<file path="config.mk">
export PLATFORM = sky130hd
export DESIGN_NAME = modbus_response_frame_parser
export DESIGN_NICKNAME = d
export VERILOG_FILES = /design/src/mrfp_pkg.sv /design/src/mrfp_cfg.sv /design/src/mrfp_core.sv /design/src/mrfp_outq.sv /design/src/modbus_response_frame_parser.sv
export SDC_FILE = /design/constraint.sdc
export NUM_CORES = 1
export LEC_CHECK = 0
export ABC_CLOCK_PERIOD_IN_PS = 11410
export BUFFER_PORTS_ARGS = -buffer_cell sky130_fd_sc_hd__buf_2
export CAP_MARGIN = 20
export CORE_MARGIN = 1
export CORE_UTILIZATION = 65
export CTS_CLUSTER_SIZE = 8
export DETAILED_ROUTE_END_ITERATION = 8
export GPL_TIMING_DRIVEN = 0
export PLACE_DENSITY_LB_ADDON = 0.1
export SYNTH_ARGS = -nofsm -noshare
export SYNTH_HDL_FRONTEND = slang
export SYNTH_SLANG_ARGS = --single-unit
</file>
<file path="constraint.sdc">
create_clock -name clk -period 11.41 [get_ports clk]
set_input_delay 0.5705 -clock clk [delete_from_list [all_inputs] [get_ports clk]]
set_output_delay 0.5705 -clock clk [all_outputs]
set_load 0.005 [all_outputs]
</file>
<file path="src/mrfp_pkg.sv">
// Shared types and constants for the Modbus response frame parser.
// No dependencies; used by every module under src.
`default_nettype none
package mrfp_pkg;

	// frame_mode codes
	localparam logic MODE_RTU = 1'b0;
	localparam logic MODE_TCP = 1'b1;

	// record_kind codes
	localparam logic KIND_DATA    = 1'b0;
	localparam logic KIND_SUMMARY = 1'b1;

	// frame_status codes
	localparam logic [1:0] STAT_OK    = 2'd0;
	localparam logic [1:0] STAT_CRC   = 2'd1;
	localparam logic [1:0] STAT_SHORT = 2'd2;

	// CRC-16 constants (reflected)
	localparam logic [15:0] CRC_POLY = 16'hA001;
	localparam logic [15:0] CRC_INIT = 16'hFFFF;
	localparam logic [15:0] CRC_MASK = 16'h7FFF;

	// APB map: one register, index in paddr[2]
	localparam int          PADDR_W        = 3;
	localparam logic        REG_FRAME_MODE = 1'b0;

	// output queue
	localparam int OQ_DEPTH = 6;
	localparam int OQ_PTR_W = 3;
	localparam int OQ_CNT_W = 3;

	// stream widths
	localparam int IN_TDATA_W  = 8;
	localparam int OUT_TDATA_W = 48;

	// one result record
	typedef struct packed {
		logic       kind;
		logic [7:0] data_byte;
		logic [7:0] data_index;
		logic [7:0] device_address;
		logic [7:0] function_code;
		logic [7:0] byte_count;
		logic [1:0] frame_status;
		logic       run_last;
	} rec_t;

	// results pushed by the core in one cycle, r0 first
	typedef struct packed {
		logic v0;
		logic v1;
		rec_t r0;
		rec_t r1;
	} push_t;

	// one byte through the CRC-16 update, eight shift steps
	function automatic logic [15:0] crc_byte(input logic [15:0] c, input logic [7:0] b);
		logic [15:0] x;
		logic        lsb;
		x = c ^ {8'h00, b};
		for (int k = 0; k < 8; k++) begin
			lsb = x[0];
			x   = (x >> 1) & CRC_MASK;
			if (lsb) begin
				x = x ^ CRC_POLY;
			end
		end
		return x;
	endfunction

endpackage
`default_nettype wire

</file>
<file path="src/mrfp_cfg.sv">
// APB register file of the Modbus response frame parser: frame_mode.
// Depends on mrfp_pkg.
`default_nettype none
module mrfp_cfg (
	input  wire logic                        clk,
	input  wire logic                        arst_n,
	input  wire logic                        psel,
	input  wire logic                        penable,
	input  wire logic                        pwrite,
	input  wire logic [mrfp_pkg::PADDR_W-1:0] paddr,
	input  wire logic [31:0]                 pwdata,
	output logic      [31:0]                 prdata,
	output logic                             pready,
	output logic                             frame_mode
);

	logic frame_mode_q;
	logic wr_en;

	assign pready = 1'b1;
	assign wr_en  = psel & penable & pwrite & pready;

	// register write
	always_ff @(posedge clk or negedge arst_n) begin
		if (!arst_n) begin
			frame_mode_q <= mrfp_pkg::MODE_RTU;
		end else if (wr_en && paddr[2] == mrfp_pkg::REG_FRAME_MODE) begin
			frame_mode_q <= pwdata[0];
		end
	end

	// read decode
	always_comb begin
		unique case (paddr[2])
			mrfp_pkg::REG_FRAME_MODE: prdata = {31'd0, frame_mode_q};
			default:                  prdata = 32'd0;
		endcase
	end

	assign frame_mode = frame_mode_q;

endmodule
`default_nettype wire

</file>
<file path="src/mrfp_core.sv">
// Frame parsing core: input register stage, CRC, field capture and
// result generation. Depends on mrfp_pkg.
`default_nettype none
module mrfp_core #(
	parameter int MAX_FRAME_BYTES = 260
) (
	input  wire logic            clk,
	input  wire logic            arst_n,
	input  wire logic            frame_mode,
	input  wire logic            in_valid,
	input  wire logic [7:0]      in_byte,
	input  wire logic            in_eof,
	output mrfp_pkg::push_t      push
);

	localparam int PW = $clog2(MAX_FRAME_BYTES + 1);

	// input stage
	logic          valid_s1;
	logic [7:0]    byte_s1;
	logic          eof_s1;

	// frame state
	logic [15:0]   crc_q;
	logic [PW-1:0] pos_q;
	logic [7:0]    hold0_q, hold1_q;
	logic [7:0]    addr_q, func_q, count_q, emitted_q;

	// next state
	logic [15:0]   crc_n;
	logic [PW-1:0] pos_n;
	logic [7:0]    hold0_n, hold1_n;
	logic [7:0]    addr_n, func_n, count_n, emitted_n;

	logic          tv;
	logic [7:0]    tb;
	logic [PW-1:0] tq;
	logic          data_v;
	logic [PW-1:0] len;
	logic [1:0]    status;
	logic [15:0]   rx_crc;
	mrfp_pkg::rec_t data_rec, sum_rec;

	always_ff @(posedge clk or negedge arst_n) begin
		if (!arst_n) begin
			valid_s1 <= 1'b0;
		end else begin
			valid_s1 <= in_valid;
		end
	end

	always_ff @(posedge clk) begin
		if (in_valid) begin
			byte_s1 <= in_byte;
			eof_s1  <= in_eof;
		end
	end

	// byte handling for the beat in stage 1
	always_comb begin
		crc_n     = crc_q;
		hold0_n   = hold0_q;
		hold1_n   = hold1_q;
		addr_n    = addr_q;
		func_n    = func_q;
		count_n   = count_q;
		emitted_n = emitted_q;
		data_v    = 1'b0;

		// pick the byte that reaches the parser: RTU delays by two
		if (frame_mode == mrfp_pkg::MODE_RTU) begin
			tv      = pos_q >= PW'(2);
			tb      = hold0_q;
			tq      = pos_q - PW'(2);
			hold0_n = hold1_q;
			hold1_n = byte_s1;
			if (tv) begin
				crc_n = mrfp_pkg::crc_byte(crc_q, hold0_q);
			end
		end else begin
			tv = pos_q >= PW'(6);
			tb = byte_s1;
			tq = pos_q - PW'(6);
		end

		if (tv) begin
			if (tq == PW'(0)) begin
				addr_n = tb;
			end else if (tq == PW'(1)) begin
				func_n = tb;
			end else if (tq == PW'(2)) begin
				count_n = tb;
			end else if (emitted_q < count_q) begin
				data_v    = 1'b1;
				emitted_n = emitted_q + 8'd1;
			end
		end

		// saturating length
		len = (pos_q == PW'(MAX_FRAME_BYTES)) ? pos_q : pos_q + PW'(1);
		pos_n = len;

		// end-of-frame status
		rx_crc = {hold1_n, hold0_n};
		if (frame_mode == mrfp_pkg::MODE_RTU) begin
			if (len < PW'(5)) begin
				status = mrfp_pkg::STAT_SHORT;
			end else if (rx_crc != crc_n) begin
				status = mrfp_pkg::STAT_CRC;
			end else begin
				status = mrfp_pkg::STAT_OK;
			end
		end else begin
			status = (len < PW'(9)) ? mrfp_pkg::STAT_SHORT : mrfp_pkg::STAT_OK;
		end

		data_rec.kind           = mrfp_pkg::KIND_DATA;
		data_rec.data_byte      = tb;
		data_rec.data_index     = emitted_q;
		data_rec.device_address = addr_n;
		data_rec.function_code  = func_n;
		data_rec.byte_count     = count_n;
		data_rec.frame_status   = mrfp_pkg::STAT_OK;
		data_rec.run_last       = ~eof_s1;

		sum_rec.kind           = mrfp_pkg::KIND_SUMMARY;
		sum_rec.data_byte      = 8'd0;
		sum_rec.data_index     = 8'd0;
		sum_rec.device_address = addr_n;
		sum_rec.function_code  = func_n;
		sum_rec.byte_count     = count_n;
		sum_rec.frame_status   = status;
		sum_rec.run_last       = 1'b1;

		// order: data record first, summary after
		push.v0 = valid_s1 & (data_v | eof_s1);
		push.v1 = valid_s1 & data_v & eof_s1;
		push.r0 = data_v ? data_rec : sum_rec;
		push.r1 = sum_rec;
	end

	// frame state update; summary returns it to the reset values
	always_ff @(posedge clk or negedge arst_n) begin
		if (!arst_n) begin
			crc_q     <= mrfp_pkg::CRC_INIT;
			pos_q     <= '0;
			hold0_q   <= 8'd0;
			hold1_q   <= 8'd0;
			addr_q    <= 8'd0;
			func_q    <= 8'd0;
			count_q   <= 8'd0;
			emitted_q <= 8'd0;
		end else if (valid_s1) begin
			if (eof_s1) begin
				crc_q     <= mrfp_pkg::CRC_INIT;
				pos_q     <= '0;
				hold0_q   <= 8'd0;
				hold1_q   <= 8'd0;
				addr_q    <= 8'd0;
				func_q    <= 8'd0;
				count_q   <= 8'd0;
				emitted_q <= 8'd0;
			end else begin
				crc_q     <= crc_n;
				pos_q     <= pos_n;
				hold0_q   <= hold0_n;
				hold1_q   <= hold1_n;
				addr_q    <= addr_n;
				func_q    <= func_n;
				count_q   <= count_n;
				emitted_q <= emitted_n;
			end
		end
	end

endmodule
`default_nettype wire

</file>
<file path="src/mrfp_outq.sv">
// Result queue: takes up to two records a cycle, hands out one a beat.
// Depends on mrfp_pkg.
`default_nettype none
module mrfp_outq (
	input  wire logic            clk,
	input  wire logic            arst_n,
	input  wire mrfp_pkg::push_t push,
	input  wire logic            pop,
	output logic                 out_valid,
	output mrfp_pkg::rec_t       out_rec,
	output logic [mrfp_pkg::OQ_CNT_W-1:0] count
);

	localparam int PTR_W = mrfp_pkg::OQ_PTR_W;

	mrfp_pkg::rec_t mem_q [mrfp_pkg::OQ_DEPTH];
	logic [PTR_W-1:0] head_q, tail_q, tail1;
	logic [mrfp_pkg::OQ_CNT_W-1:0] count_q;
	logic [1:0] n_push;

	function automatic logic [PTR_W-1:0] ptr_inc(input logic [PTR_W-1:0] p);
		return (p == PTR_W'(mrfp_pkg::OQ_DEPTH - 1)) ? '0 : p + PTR_W'(1);
	endfunction

	assign tail1     = ptr_inc(tail_q);
	assign n_push    = {1'b0, push.v0} + {1'b0, push.v1};
	assign out_valid = count_q != '0;
	assign out_rec   = mem_q[head_q];
	assign count     = count_q;

	// storage
	always_ff @(posedge clk) begin
		if (push.v0) begin
			mem_q[tail_q] <= push.r0;
		end
		if (push.v1) begin
			mem_q[tail1] <= push.r1;
		end
	end

	// pointers and fill level
	always_ff @(posedge clk or negedge arst_n) begin
		if (!arst_n) begin
			head_q  <= '0;
			tail_q  <= '0;
			count_q <= '0;
		end else begin
			if (pop && out_valid) begin
				head_q <= ptr_inc(head_q);
			end
			if (push.v1) begin
				tail_q <= ptr_inc(tail1);
			end else if (push.v0) begin
				tail_q <= tail1;
			end
			count_q <= count_q + mrfp_pkg::OQ_CNT_W'(n_push)
				- mrfp_pkg::OQ_CNT_W'(pop && out_valid);
		end
	end

endmodule
`default_nettype wire

</file>
<file path="src/modbus_response_frame_parser.sv">
// Modbus response frame parser, RTU (CRC-16) or TCP framing.
// Bytes in on the slave stream, data and summary records out on the master stream.
// Input beats: s_tdata = rx_byte, s_tlast = end_of_frame. frame_mode is set
// over APB at byte address 0 (0 RTU, 1 TCP); the user must write it only while
// idle, which the block itself does not enforce. Output beats: m_tuser =
// record_kind, m_tlast = run_last (last record of the input beat), m_tdata packs
// the remaining record fields. An accepted byte reaches the stage-1 register, is
// parsed in the next cycle and its records are then written into the result queue.
// Throughput: one byte per cycle while s_tready is high; both a data record and a
// summary for one byte take two output beats from the six-entry result queue.
// s_tready drops when the queue cannot absorb two more records for every
// byte in flight, so a stalled receiver backs up to the sender without loss.
// Reset clears frame state (CRC 0xFFFF, position and saved fields zero),
// empties the queue and selects RTU framing. After each summary the frame
// state returns to those values; the mode is kept.
// Depends on mrfp_pkg, mrfp_cfg, mrfp_core and mrfp_outq.
`default_nettype none
module modbus_response_frame_parser #(
	parameter int MAX_FRAME_BYTES = 260
) (
	input  wire logic                           clk,
	input  wire logic                           arst_n,
	// APB configuration
	input  wire logic                           psel,
	input  wire logic                           penable,
	input  wire logic                           pwrite,
	input  wire logic [mrfp_pkg::PADDR_W-1:0]   paddr,
	input  wire logic [31:0]                    pwdata,
	output logic      [31:0]                    prdata,
	output logic                                pready,
	// byte stream in
	input  wire logic                           s_tvalid,
	output logic                                s_tready,
	input  wire logic [mrfp_pkg::IN_TDATA_W-1:0] s_tdata,  // [7:0] rx_byte
	input  wire logic                           s_tlast,   // end_of_frame
	// record stream out
	output logic                                m_tvalid,
	input  wire logic                           m_tready,
	// [7:0] data_byte, [15:8] data_index, [23:16] device_address,
	// [31:24] function_code, [39:32] byte_count, [41:40] frame_status, rest 0
	output logic [mrfp_pkg::OUT_TDATA_W-1:0]    m_tdata,
	output logic                                m_tuser,   // record_kind
	output logic                                m_tlast    // run_last
);

	logic            frame_mode;
	logic            in_valid;
	logic            stage_busy;
	mrfp_pkg::push_t push;
	mrfp_pkg::rec_t  out_rec;
	logic [mrfp_pkg::OQ_CNT_W-1:0] q_count;
	logic [3:0]      committed;

	mrfp_cfg u_cfg (
		.clk        (clk),
		.arst_n     (arst_n),
		.psel       (psel),
		.penable    (penable),
		.pwrite     (pwrite),
		.paddr      (paddr),
		.pwdata     (pwdata),
		.prdata     (prdata),
		.pready     (pready),
		.frame_mode (frame_mode)
	);

	// room check: queued records plus two for the beat in stage 1 plus two new
	assign committed = {1'b0, q_count} + {1'b0, stage_busy, 2'b00} / 4'd2;
	assign s_tready  = committed <= 4'(mrfp_pkg::OQ_DEPTH - 2);
	assign in_valid  = s_tvalid & s_tready;

	// stage-1 occupancy mirror
	always_ff @(posedge clk or negedge arst_n) begin
		if (!arst_n) begin
			stage_busy <= 1'b0;
		end else begin
			stage_busy <= in_valid;
		end
	end

	mrfp_core #(
		.MAX_FRAME_BYTES (MAX_FRAME_BYTES)
	) u_core (
		.clk        (clk),
		.arst_n     (arst_n),
		.frame_mode (frame_mode),
		.in_valid   (in_valid),
		.in_byte    (s_tdata),
		.in_eof     (s_tlast),
		.push       (push)
	);

	mrfp_outq u_outq (
		.clk       (clk),
		.arst_n    (arst_n),
		.push      (push),
		.pop       (m_tready),
		.out_valid (m_tvalid),
		.out_rec   (out_rec),
		.count     (q_count)
	);

	// output beat packing
	assign m_tdata = {6'd0, out_rec.frame_status, out_rec.byte_count,
		out_rec.function_code, out_rec.device_address,
		out_rec.data_index, out_rec.data_byte};
	assign m_tuser = out_rec.kind;
	assign m_tlast = out_rec.run_last;

endmodule
`default_nettype wire
</file>
==> results of run 1 <==
## power by group
group	total [uW]	switching, uW	internal, uW
clock network	1370	535	838
logic	1830	1100	732
registers	1650	135	1520
## what timing repair did
item	4_1_cts	5_1_grt
hold buffers	1	0
endpoints found under the setup margin	0	0
buffers inserted	0	0
hold endpoints to repair	11	0
## worst register-to-register path: cells and delay by family (launching register included)
| kind | cells | cell delay [ns] |
|---|---|---|
| buffers and inverters | 7 | 1.81 |
| AO/OA/AOI/OAI | 4 | 0.91 |
| AND/OR/NAND/NOR | 4 | 0.89 |
| flip-flops | 1 | 0.39 |
| adder cells (fa/ha/maj) | 1 | 0.15 |
## routing by layer
| layer | vias to the layer above | global-route usage [%] |
|---|---|---|
| li1 | 6222 | - |
| met4 | 0 | 12.08 |
| met2 | 709 | 59.05 |
| met1 | 6769 | 46.86 |
| met5 | - | 0 |
| met3 | 111 | 5.863 |
## per-stage QoR
step / setup WS, ns / std cells
5_1_grt: 6.774 / 2189
4_1_cts: 6.808 / 2187
3_5_place_dp: 6.831 / 2100
3_3_place_gp: 6.934 / 2094
2_1_floorplan: 7.583 / 1695
6_report: 6.952 / 2189
## cell type report
type	instances	area [sq um]	area share, %
multi-input combinational	1137	7452	37.11
sequential	357	9239	46.01
clock buffer	84	1421	7.078
tap	335	419.2	2.087
inverter	32	120.1	0.5981
buffer	169	879.6	4.380
timing repair buffer	73	515.5	2.567
clock inverter	2	35.03	0.1745
## worst min path at each step
stage                             start                  end  slack, ns  cells past startpoint
finish                       s_tdata[3]    u_core.byte_s1[3]       0.20                      1
global route                    s_tlast        u_core.eof_s1       0.19                      1
CTS                          s_tdata[3]    u_core.byte_s1[3]       0.19                      1
detailed placement   u_outq.mem_q[0][0]   u_outq.mem_q[0][0]       0.44                      2
global placement    u_outq.mem_q[0][43]  u_outq.mem_q[0][43]       0.43                      2
floorplan                        arst_n     u_cfg.frame_mode       0.27                      0
## cell families (layout without fill, tap and decap cells)
kind of cell,count (synthesis),count (layout),share of synthesized area [%]
flip-flops,357,357,52.63
multiplexers,128,128,10.49
adder cells (fa/ha/maj),22,22,1.646
XOR/XNOR,50,50,2.651
buffers and inverters,201,360,5.694
AND/OR/NAND/NOR,557,557,14.05
other,2,38,0.04278
AO/OA/AOI/OAI,342,342,12.80
## sequential cells by signal, indices dropped and copies added (netlist names)
| register | cells |
|---|---|
| u_core.func_q | 8 |
| u_core.pos_q | 9 |
| u_cfg.frame_mode | 1 |
| u_core.emitted_q | 8 |
| u_core.valid_s1 | 1 |
| u_core.hold1_q | 8 |
| u_core.count_q | 8 |
| u_outq.tail_q | 3 |
| u_outq.mem_q | 264 |
| u_outq.count | 3 |
| u_core.byte_s1 | 8 |
| u_core.eof_s1 | 1 |
| u_core.hold0_q | 8 |
| u_core.crc_q | 16 |
| u_core.addr_q | 8 |
| u_outq.head_q | 3 |
## layout by cell type (no fill, tap or decap), types with 33 or more instances in the layout
| cell | n |
|---|---|
| a22o_1 | 42 |
| mux4_2 | 44 |
| xnor2_1 | 33 |
| edfxtp_1 | 165 |
| dfrtp_1 | 68 |
| nor2_1 | 273 |
| nand3_1 | 64 |
| o21ai_0 | 39 |
| buf_4 | 46 |
| dfxtp_1 | 108 |
| clkbuf_1 | 107 |
| clkbuf_16 | 52 |
| nand2_1 | 121 |
| buf_2 | 93 |
| conb_1 | 38 |
| mux2i_1 | 76 |
| a21oi_1 | 144 |
==> qor.yml, run 1 <==
p_leak_uw: 0.007698
r2r_end: "u_outq.mem_q[5][2]"
numCtsBuffers: 50
maxSlewHeadroom_pct: 36.24
cp.depth: 16
worstPathRequired_ns: 11.66
top_layer: "met4"
drv_slew: 0
critPathSlowestCell: "inv_1"
syn_area_sq_um: 17560
end_kind: "flop"
reg2reg_slack_ns: 6.95
tns_ns: 0
insertion_delay_ns: 0.56
synth.top_cell.area_share_pct: 28.22
num-nets-final: 1892
final_antenna_net_count: 0
fmax_mhz: 224.3
cts_max_path_buffers: 3
wirelength_microns: 47810
wl_met2_microns: 23270
timing.rr.start: "u_core.pos_q[2]"
grt_first_pass_wirelength_microns: 75510
vias_per_cell: 6.309
status: "complete, but fails checks"
worstPathCellList: "buf_2, inv_1, ha_1, clkbuf_2, nor2_1, a221oi_1, a2111oi_4, nand4_2, o2111a_1, buf_6, a21oi_1, nor2_1, nand3_1, buf_2, inv_1, buf_8"
crit_arrival_ns: 4.71
hold-worst-slack_ns: 0.2025
grt_pass1_vias: 13580
startpoint_type: "flop"
yosysUniqueCellTypes: 79
antenna_cells: 0
cts-root-buf: "clkbuf_16"
first_iter_violations: 1524
io_pins: 136
core-area_sq_um: 26280
wire_per_inst_microns: 21.84
fillCellCount: 1734
hold_viol_final: 0
cp.buffers_inverters: 7
synth-main-ff-cell: "edfxtp_1"
hpwl_microns: 32840
syn_area_per_cell_sq_um: 10.58
path_max_fanout: 15
gp_congestion: 0.9270
cts_tree: "done"
drtPass1Iterations: 8
ys_ff_latch: 357
ir_worst_vdd_mv: 0.3248
overflow: 0
antenna_found_initial: 0
detail_route.drc_violations: 10
cts_resized: 0
startpoint: "u_core.pos_q[2]"
fin_skew_ns: 0.02255
max_stage_delay_ns: 0.53
initial_core_util_pct: 66.80
grt_max_degree: 63
synthTopCellsByCount: "nor2_1 (273), edfxtp_1 (165), a21oi_1 (144)"
total_power_uw: 4855
final_cell_area_sq_um: 20080
drv_cap: 0
syn-instance-count: 1659
drive_above_1_share_pct: 15.80
utilization_pct: 76.41
clock-sinks: 357
routedLengthMet1_microns: 18930
violations: "design-rule violations"
synthArstFlopShare_pct: 23.53
rsz0062_at_grt: "no"
cp-endpoint: "u_outq.mem_q[5][2]"
seq_area_frac_synth_pct: 52.63
fin_crit_ns: 4.458
h-tree-depth: 2
setup_viol: 0
fin_crit_sh_pct: 39.07
synth_edf_count: 165
tightest_slew_ns: 0.9563
yosysWarnings: 0
crit_family: "buffers and inverters"
chipWidth_microns: 166.3
r2r_cells: 16
die-area_sq_um: 27670
die_h_microns: 166.3
criticalPathCategory: "flop to flop"
power-per-cell-area_nw_per_um2: 241.7
yosysMostFrequentCell: "nor2_1"
hp-class: "input port to flop"
area_delta_synth_final_pct: 14.39
dr_total_vias: 13810
placed_area_sq_um: 18590
synth.area.top_cells: "edfxtp_1 (28%), dfxtp_1 (12%), dfrtp_1 (9.7%), nor2_1 (5.8%), mux4_2 (5.6%)"
met3WireLength_microns: 4184
yosysTopAreaCell: "edfxtp_1"
numPortBuffers: 64
clk_pin_slew_ns: 0.05
grtUsageTotal_pct: 35.24
fp-row-count: 59
Power figures use the tool's default switching activity.
==> run 2: changes to the inputs <==
--- a/config.mk
+++ b/config.mk
@@ -5,11 +5,11 @@
 export SDC_FILE = /design/constraint.sdc
 export NUM_CORES = 1
 export LEC_CHECK = 0
-export ABC_CLOCK_PERIOD_IN_PS = 11410
+export ABC_CLOCK_PERIOD_IN_PS = 4300
 export BUFFER_PORTS_ARGS = -buffer_cell sky130_fd_sc_hd__buf_2
 export CAP_MARGIN = 20
 export CORE_MARGIN = 1
-export CORE_UTILIZATION = 65
+export CORE_UTILIZATION = 61
 export CTS_CLUSTER_SIZE = 8
 export DETAILED_ROUTE_END_ITERATION = 8
 export GPL_TIMING_DRIVEN = 0
==> constraint.sdc (replaced) <==
create_clock -name clk -period 4.3 [get_ports clk]
set_input_delay 0.215 -clock clk [delete_from_list [all_inputs] [get_ports clk]]
set_output_delay 0.215 -clock clk [all_outputs]
set_load 0.005 [all_outputs]
==> qor.yml, run 2 (same netlist as run 1, synthesis figures left out) <==
status: "finished, final reports clean"  # was complete, but fails checks
final_antenna_net_count: 0  # unchanged
worstPathRequired_ns: 4.62  # was 11.66 ns
chipWidth_microns: 171.6  # was 166.3 microns
grt_first_pass_wirelength_microns: 75100  # was 75510 microns
fin_skew_ns: 0.02260  # was 0.02255 ns
power-per-cell-area_nw_per_um2: 637.2  # was 241.7 nW/um^2
criticalPathCategory: "flop to flop"  # unchanged
largest_reg_flops: 264  # unchanged
first_iter_violations: 1520  # was 1524
cts-root-buf: "clkbuf_16"  # unchanged
fp-row-count: 61  # was 59
clock-sinks: 357  # unchanged
numPlacedInstances: 2144  # was 2100
numPortBuffers: 64  # unchanged
startpoint_type: "flop"  # unchanged
cts_tree: "done"  # unchanged
final_cell_area_sq_um: 20380  # was 20080 sq um
hpwl_microns: 33460  # was 32840 microns
cts_max_path_buffers: 3  # unchanged
path_max_fanout: 16  # was 15
hold-worst-slack_ns: 0.06282  # was 0.2025 ns
initial_core_util_pct: 62.67  # was 66.80%
fmax_mhz: 243.0  # was 224.3 MHz
placed_area_sq_um: 18650  # was 18590 sq um
ir_worst_vdd_mv: 0.5068  # was 0.3248 mV
antenna_cells: 0  # unchanged
detail_route.drc_violations: 0  # was 10
insertion_delay_ns: 0.57  # was 0.56 ns
hold_viol_final: 0  # unchanged
numCtsBuffers: 50  # unchanged
wire_per_inst_microns: 21.70  # was 21.84 microns
grt_busiest_layer: "met2"  # unchanged
gp_congestion: 0.9434  # was 0.9270
dr_total_vias: 13900  # was 13810
grt_pass1_vias: 13360  # was 13580
drive_above_1_share_pct: 16.59  # was 15.80%
die-area_sq_um: 29460  # was 27670 sq um
reg_top3: "u_outq.mem_q (264), u_core.crc_q (16), u_core.pos_q (9)"  # unchanged
layout_commonest_cell: "nor2_1"  # unchanged
fin_crit_sh_pct: 95.70  # was 39.07%
post-place-ws_ns: -0.1129  # was 6.831 ns
top_register: "u_outq.mem_q"  # unchanged
fin_crit_ns: 4.115  # was 4.458 ns
gr-usage-met2_pct: 54.46  # was 59.05%
met1_usage_pct: 46.46  # was 46.86%
tightest_slew_ns: 1.138  # was 0.9563 ns
crit_arrival_ns: 4.43  # was 4.71 ns
h-tree-depth: 2  # unchanged
mostFrequentLayoutCells: "nor2_1 (273), edfxtp_1 (165), a21oi_1 (144)"  # unchanged
drtPass1Iterations: 5  # was 8
reg2reg_slack_ns: 0.19  # was 6.95 ns
fin_ws_ns: 0.1850  # was 6.952 ns
met3_usage_pct: 5.453  # was 5.863%
setup_viol: 0  # unchanged
multi_input_area_sq_um: 7470  # was 7452 sq um
maxSlewHeadroom_pct: 24.17  # was 36.24%
p_leak_uw: 0.007752  # was 0.007698 uW
clk_pin_slew_ns: 0.05  # about the same
regArea_sq_um: 9240  # was 9239 sq um
overflow: 0  # unchanged
drv_cap: 0  # unchanged
drv_slew: 0  # unchanged
hp-class: "input port to flop"  # unchanged
fin_cells: 2253  # was 2189
end_kind: "flop"  # unchanged
die_h_microns: 171.6  # was 166.3 microns
fillCellCount: 2005  # was 1734
antenna_found_initial: 0  # unchanged
vias_per_cell: 6.171  # was 6.309
io_pins: 136  # unchanged
area_delta_synth_final_pct: 16.08  # was 14.39%
num-nets-final: 1912  # was 1892
wirelength_microns: 48900  # was 47810 microns
grt_max_degree: 53  # was 63
grtUsageTotal_pct: 33.90  # was 35.24%
core-area_sq_um: 28010  # was 26280 sq um
rsz0062_at_grt: "no"  # unchanged
## run 2: cell count changes in the layout (fill, tap and decap cells not counted), sizes merged
cell / before / now
dlygate4sd3: 1 / 11
clkinv: 2 / 1
inv: 32 / 28
buf: 165 / 173
clkinvlp: 0 / 5
clkbuf: 160 / 163
## run 2: metrics by stage
| step | util (%) | setup TNS (ns) | power (uW) |
|---|---|---|---|
| global placement | 65.99 | -18.36 | 9078 |
| CTS | 72.37 | 0 | 12910 |
| floorplan | - | 0 | 7735 |
| finish | 72.75 | 0 | 12990 |
| detailed placement | 66.60 | -1.634 | 9215 |
| global route | 72.75 | 0 | 13600 |
## run 2: final timing paths
kind,from,endpoint,cells after the start
setup / recovery,u_core.pos_q[2],u_outq.mem_q[2][14],14
hold / removal,pwrite,u_cfg.frame_mode,3
setup reg to reg,u_core.pos_q[2],u_outq.mem_q[2][14],14
hold reg to reg,u_outq.mem_q[0][0],u_outq.mem_q[0][0],2
max in group asynchronous,arst_n,u_core.crc_q[10],3
min in group asynchronous,arst_n,u_core.addr_q[5],2
## run 2: metal layers
layer | wire (microns) | vias to the layer above | part of all wire [%]
met1 | 20190 | 6835 | 41
met5 | 0 | - | 0
met2 | 23020 | 689 | 47
met4 | 1510 | 0 | 3.1
li1 | - | 6271 | -
met3 | 4172 | 109 | 8.5
## run 2: repair_timing
action | CTS | global route
hold endpoints to repair | 42 | 0
pin swaps | 0 | 1
buffers inserted | 3 | 8
hold buffers | 11 | 0
cloned | 0 | 0
endpoints found under the setup margin | 28 | 109
resized for setup | 3 | 9
## run 2: layout make-up
cell class / instances / share of cell area [%]
clock inverters: 2 / 0.2456
clock buffers: 85 / 6.938
inverters: 32 / 0.6815
plain buffers: 169 / 4.341
flip-flops and latches: 357 / 45.34
multi-input cells: 1137 / 36.65
well taps: 378 / 2.321
repair buffers: 93 / 3.475
## run 2: power breakdown
| part | internal [uW] | switching, uW | leakage, uW |
|---|---|---|---|
| Sequential | 4030 | 371 | 0.00345 |
| Combinational | 1970 | 2940 | 0.00361 |
| Clock | 2220 | 1460 | 0.000696 |
| Total | 8210 | 4770 | 0.00775 |
## run 2: critical path: stages, from the launching register on
cell and delay, ns:
dfrtp_1 0.37, buf_2 0.20, inv_1 0.10, ha_1 0.18
clkbuf_2 0.16, o221a_2 0.30, o32ai_1 0.39, nand4_4 0.20
o2111a_1 0.34, or2_1 0.21, buf_2 0.16, nand3b_1 0.09
a21o_1 0.40, inv_1 0.46, buf_16 0.31
==> run 3: changes to the inputs <==
--- a/config.mk
+++ b/config.mk
@@ -8,6 +8,7 @@
 export ABC_CLOCK_PERIOD_IN_PS = 4300
 export BUFFER_PORTS_ARGS = -buffer_cell sky130_fd_sc_hd__buf_2
 export CAP_MARGIN = 20
+export CORE_ASPECT_RATIO = 0.8
 export CORE_MARGIN = 1
 export CORE_UTILIZATION = 61
 export CTS_CLUSTER_SIZE = 8
==> qor.yml, run 3 (same netlist as run 1, synthesis figures left out) <==
fin_crit_sh_pct: 95.45  # was 95.70%
final_antenna_net_count: 0  # unchanged
fin_skew_ns: 0.02941  # was 0.02260 ns
p_sw_share_pct: 36.81  # was 36.76%
worstPathCellList: "inv_1, ha_1, nor3b_2, a31oi_1, a2111oi_4, nand4_4, o2111a_1, or2_1, buf_2, and3_1, o21ai_4, buf_4, clkinvlp_4, buf_16"  # was buf_2, inv_1, ha_1, clkbuf_2, o221a_2, o32ai_1, nand4_4, o2111a_1, or2_1, buf_2, nand3b_1, a21o_1, inv_1, buf_16
crit_arrival_ns: 4.42  # was 4.43 ns
clock-sinks: 357  # unchanged
overflow: 0  # unchanged
grt_first_pass_wirelength_microns: 74420  # was 75100 microns
rsz0062_at_grt: "no"  # unchanged
seq_power_share_pct: 33.9  # about the same
wirelength_microns: 47850  # was 48900 microns
fin_crit_ns: 4.105  # was 4.115 ns
max_stage_delay_ns: 0.51  # was 0.46 ns
drv_slew: 0  # unchanged
insertion_delay_ns: 0.57  # about the same
antenna_found_initial: 0  # unchanged
drive_above_1_share_pct: 16.27  # was 16.59%
antenna_cells: 0  # unchanged
cts-root-buf: "clkbuf_16"  # unchanged
die_h_microns: 153.7  # was 171.6 microns
vias_per_cell: 6.165  # was 6.171
r2r_cells: 14  # unchanged
hp-class: "input port to flop"  # unchanged
wire_per_inst_microns: 21.37  # was 21.70 microns
setup_viol: 0  # unchanged
grt_max_degree: 44  # was 53
first_iter_violations: 1442  # was 1520
io_pins: 136  # unchanged
clk_pin_slew_ns: 0.06  # was 0.05 ns
cts_tree: "done"  # unchanged
dr_total_vias: 13800  # was 13900
drtPass1Iterations: 6  # was 5
placed_area_sq_um: 18670  # was 18650 sq um
num-nets-final: 1908  # was 1912
cts_max_path_buffers: 3  # unchanged
hold_viol_final: 0  # unchanged
reg2reg_slack_ns: 0.20  # was 0.19 ns
cp-endpoint: "u_outq.mem_q[0][3]"  # was u_outq.mem_q[2][14]
grt_pass1_vias: 13340  # was 13360
crit_family: "compound AO/OA/AOI/OAI gates"  # unchanged
area_delta_synth_final_pct: 15.64  # was 16.08%
cp.depth: 14  # unchanged
regArea_sq_um: 9239  # was 9240 sq um
criticalPathCategory: "flop to flop"  # unchanged
multi_input_area_sq_um: 7470  # unchanged
r2r_end: "u_outq.mem_q[0][3]"  # was u_outq.mem_q[2][14]
startpoint_type: "flop"  # unchanged
p_clk_share_pct: 28.0  # was 28.3%
startpoint: "u_core.pos_q[1]"  # was u_core.pos_q[2]
status: "finished, final reports clean"  # unchanged
top_register: "u_outq.mem_q"  # unchanged
fillCellCount: 2012  # was 2005
mostFrequentLayoutCells: "nor2_1 (273), edfxtp_1 (165), a21oi_1 (144)"  # unchanged
maxSlewHeadroom_pct: 28.17  # was 24.17%
power-per-cell-area_nw_per_um2: 635.0  # was 637.2 nW/um^2
p_leak_uw: 0.007727  # was 0.007752 uW
core-area_sq_um: 28280  # was 28010 sq um
final_cell_area_sq_um: 20300  # was 20380 sq um
hpwl_microns: 33010  # was 33460 microns
p_int_uw: 8145  # was 8212 uW
layout_commonest_cell: "nor2_1"  # unchanged
chipWidth_microns: 191.7  # was 171.6 microns
worstPathRequired_ns: 4.62  # about the same
gp_congestion: 0.9417  # was 0.9434
h-tree-depth: 2  # unchanged
fp-row-count: 55  # was 61
timing.rr.start: "u_core.pos_q[1]"  # was u_core.pos_q[2]
largest_reg_flops: 264  # unchanged
numCtsBuffers: 50  # unchanged
grtUsageTotal_pct: 32.95  # was 33.90%
tightest_slew_ns: 1.077  # was 1.138 ns
power_frac_comb_pct: 38.0  # was 37.8%
numPortBuffers: 64  # unchanged
drv_cap: 0  # unchanged
utilization_pct: 71.78  # was 72.75%
ir_worst_vdd_mv: 0.5366  # was 0.5068 mV
fmax_mhz: 243.6  # was 243.0 MHz
critPathSlowestCell: "dfrtp_1"  # was inv_1
path_max_fanout: 14  # was 16
reg_top3: "u_outq.mem_q (264), u_core.crc_q (16), u_core.pos_q (9)"  # unchanged
p_sw_uw: 4746  # was 4774 uW
die-area_sq_um: 29470  # was 29460 sq um
detail_route.drc_violations: 0  # unchanged
cp.buffers_inverters: 5  # was 6
end_kind: "flop"  # unchanged
initial_core_util_pct: 62.07  # was 62.67%
-- run 3: worst min-delay path by stage --
| stage | startpoint | to | slack [ns] | cells past startpoint |
|---|---|---|---|---|
| floorplan | arst_n | u_cfg.frame_mode | -0.08 | 0 |
| global placement | s_tdata[3] | u_core.byte_s1[3] | 0.39 | 1 |
| detailed placement | arst_n | u_core.hold1_q[5] | 0.26 | 1 |
| CTS | pwrite | u_cfg.frame_mode | 0.004 | 3 |
| global route | pwrite | u_cfg.frame_mode | 0.03 | 3 |
| finish | pwrite | u_cfg.frame_mode | 0.02 | 3 |
-- run 3: what timing repair did --
item / 4_1_cts / 5_1_grt
setup buffers: 0 / 7
hold buffers: 11 / 0
hold endpoints to repair: 48 / 0
endpoints found under the setup margin: 1 / 89
gates resized for setup: 1 / 12
-- run 3: final cells by class --
cell class	count	share of cell area, %
plain buffers	169	4.388
clock buffers	82	6.755
clock inverters	3	0.2034
inverters	32	0.6656
multi-input cells	1137	36.80
flip-flops and latches	357	45.51
well taps	370	2.280
repair buffers	89	3.402
-- run 3: stage by stage --
stage	setup TNS [ns]	setup slack (ns)	total power, uW	cells	hold slack, ns
floorplan	0	0.4728	7735	1695	-0.08059
global placement	-14.27	-0.2113	9048	2129	0.3914
detailed placement	0	0.02661	9199	2136	0.2569
CTS	0	0.03199	12810	2232	0.004182
global route	0	0.006946	13500	2239	0.03202
finish	0	0.1954	12890	2239	0.01757
-- run 3: worst register-to-register path, stage by stage, from the launching register on --
cell and delay, ns:
dfrtp_1 0.51, inv_1 0.13, ha_1 0.37, nor3b_2 0.19
a31oi_1 0.08, a2111oi_4 0.43, nand4_4 0.20, o2111a_1 0.34
or2_1 0.22, buf_2 0.16, and3_1 0.20, o21ai_4 0.35
buf_4 0.29, clkinvlp_4 0.20, buf_16 0.21
-- run 3: routing by layer --
| layer | wire (microns) | GRT usage (%) | vias to the layer above |
|---|---|---|---|
| met5 | 0 | 0 | - |
| met3 | 4401 | 5.433 | 98 |
| met4 | 1411 | 11.41 | 0 |
| met2 | 22070 | 51.19 | 728 |
| li1 | - | - | 6243 |
| met1 | 19960 | 47.02 | 6735 |
-- run 3: power groups by stage --
stage	registers [uW]	clock network [uW]	logic, uW
4_1_cts	4360	3620	4820
3_3_place_gp	4400	0	4650
6_report	4380	3610	4900
3_5_place_dp	4420	0	4780
5_1_grt	4410	3770	5320
2_1_floorplan	4300	0	3430
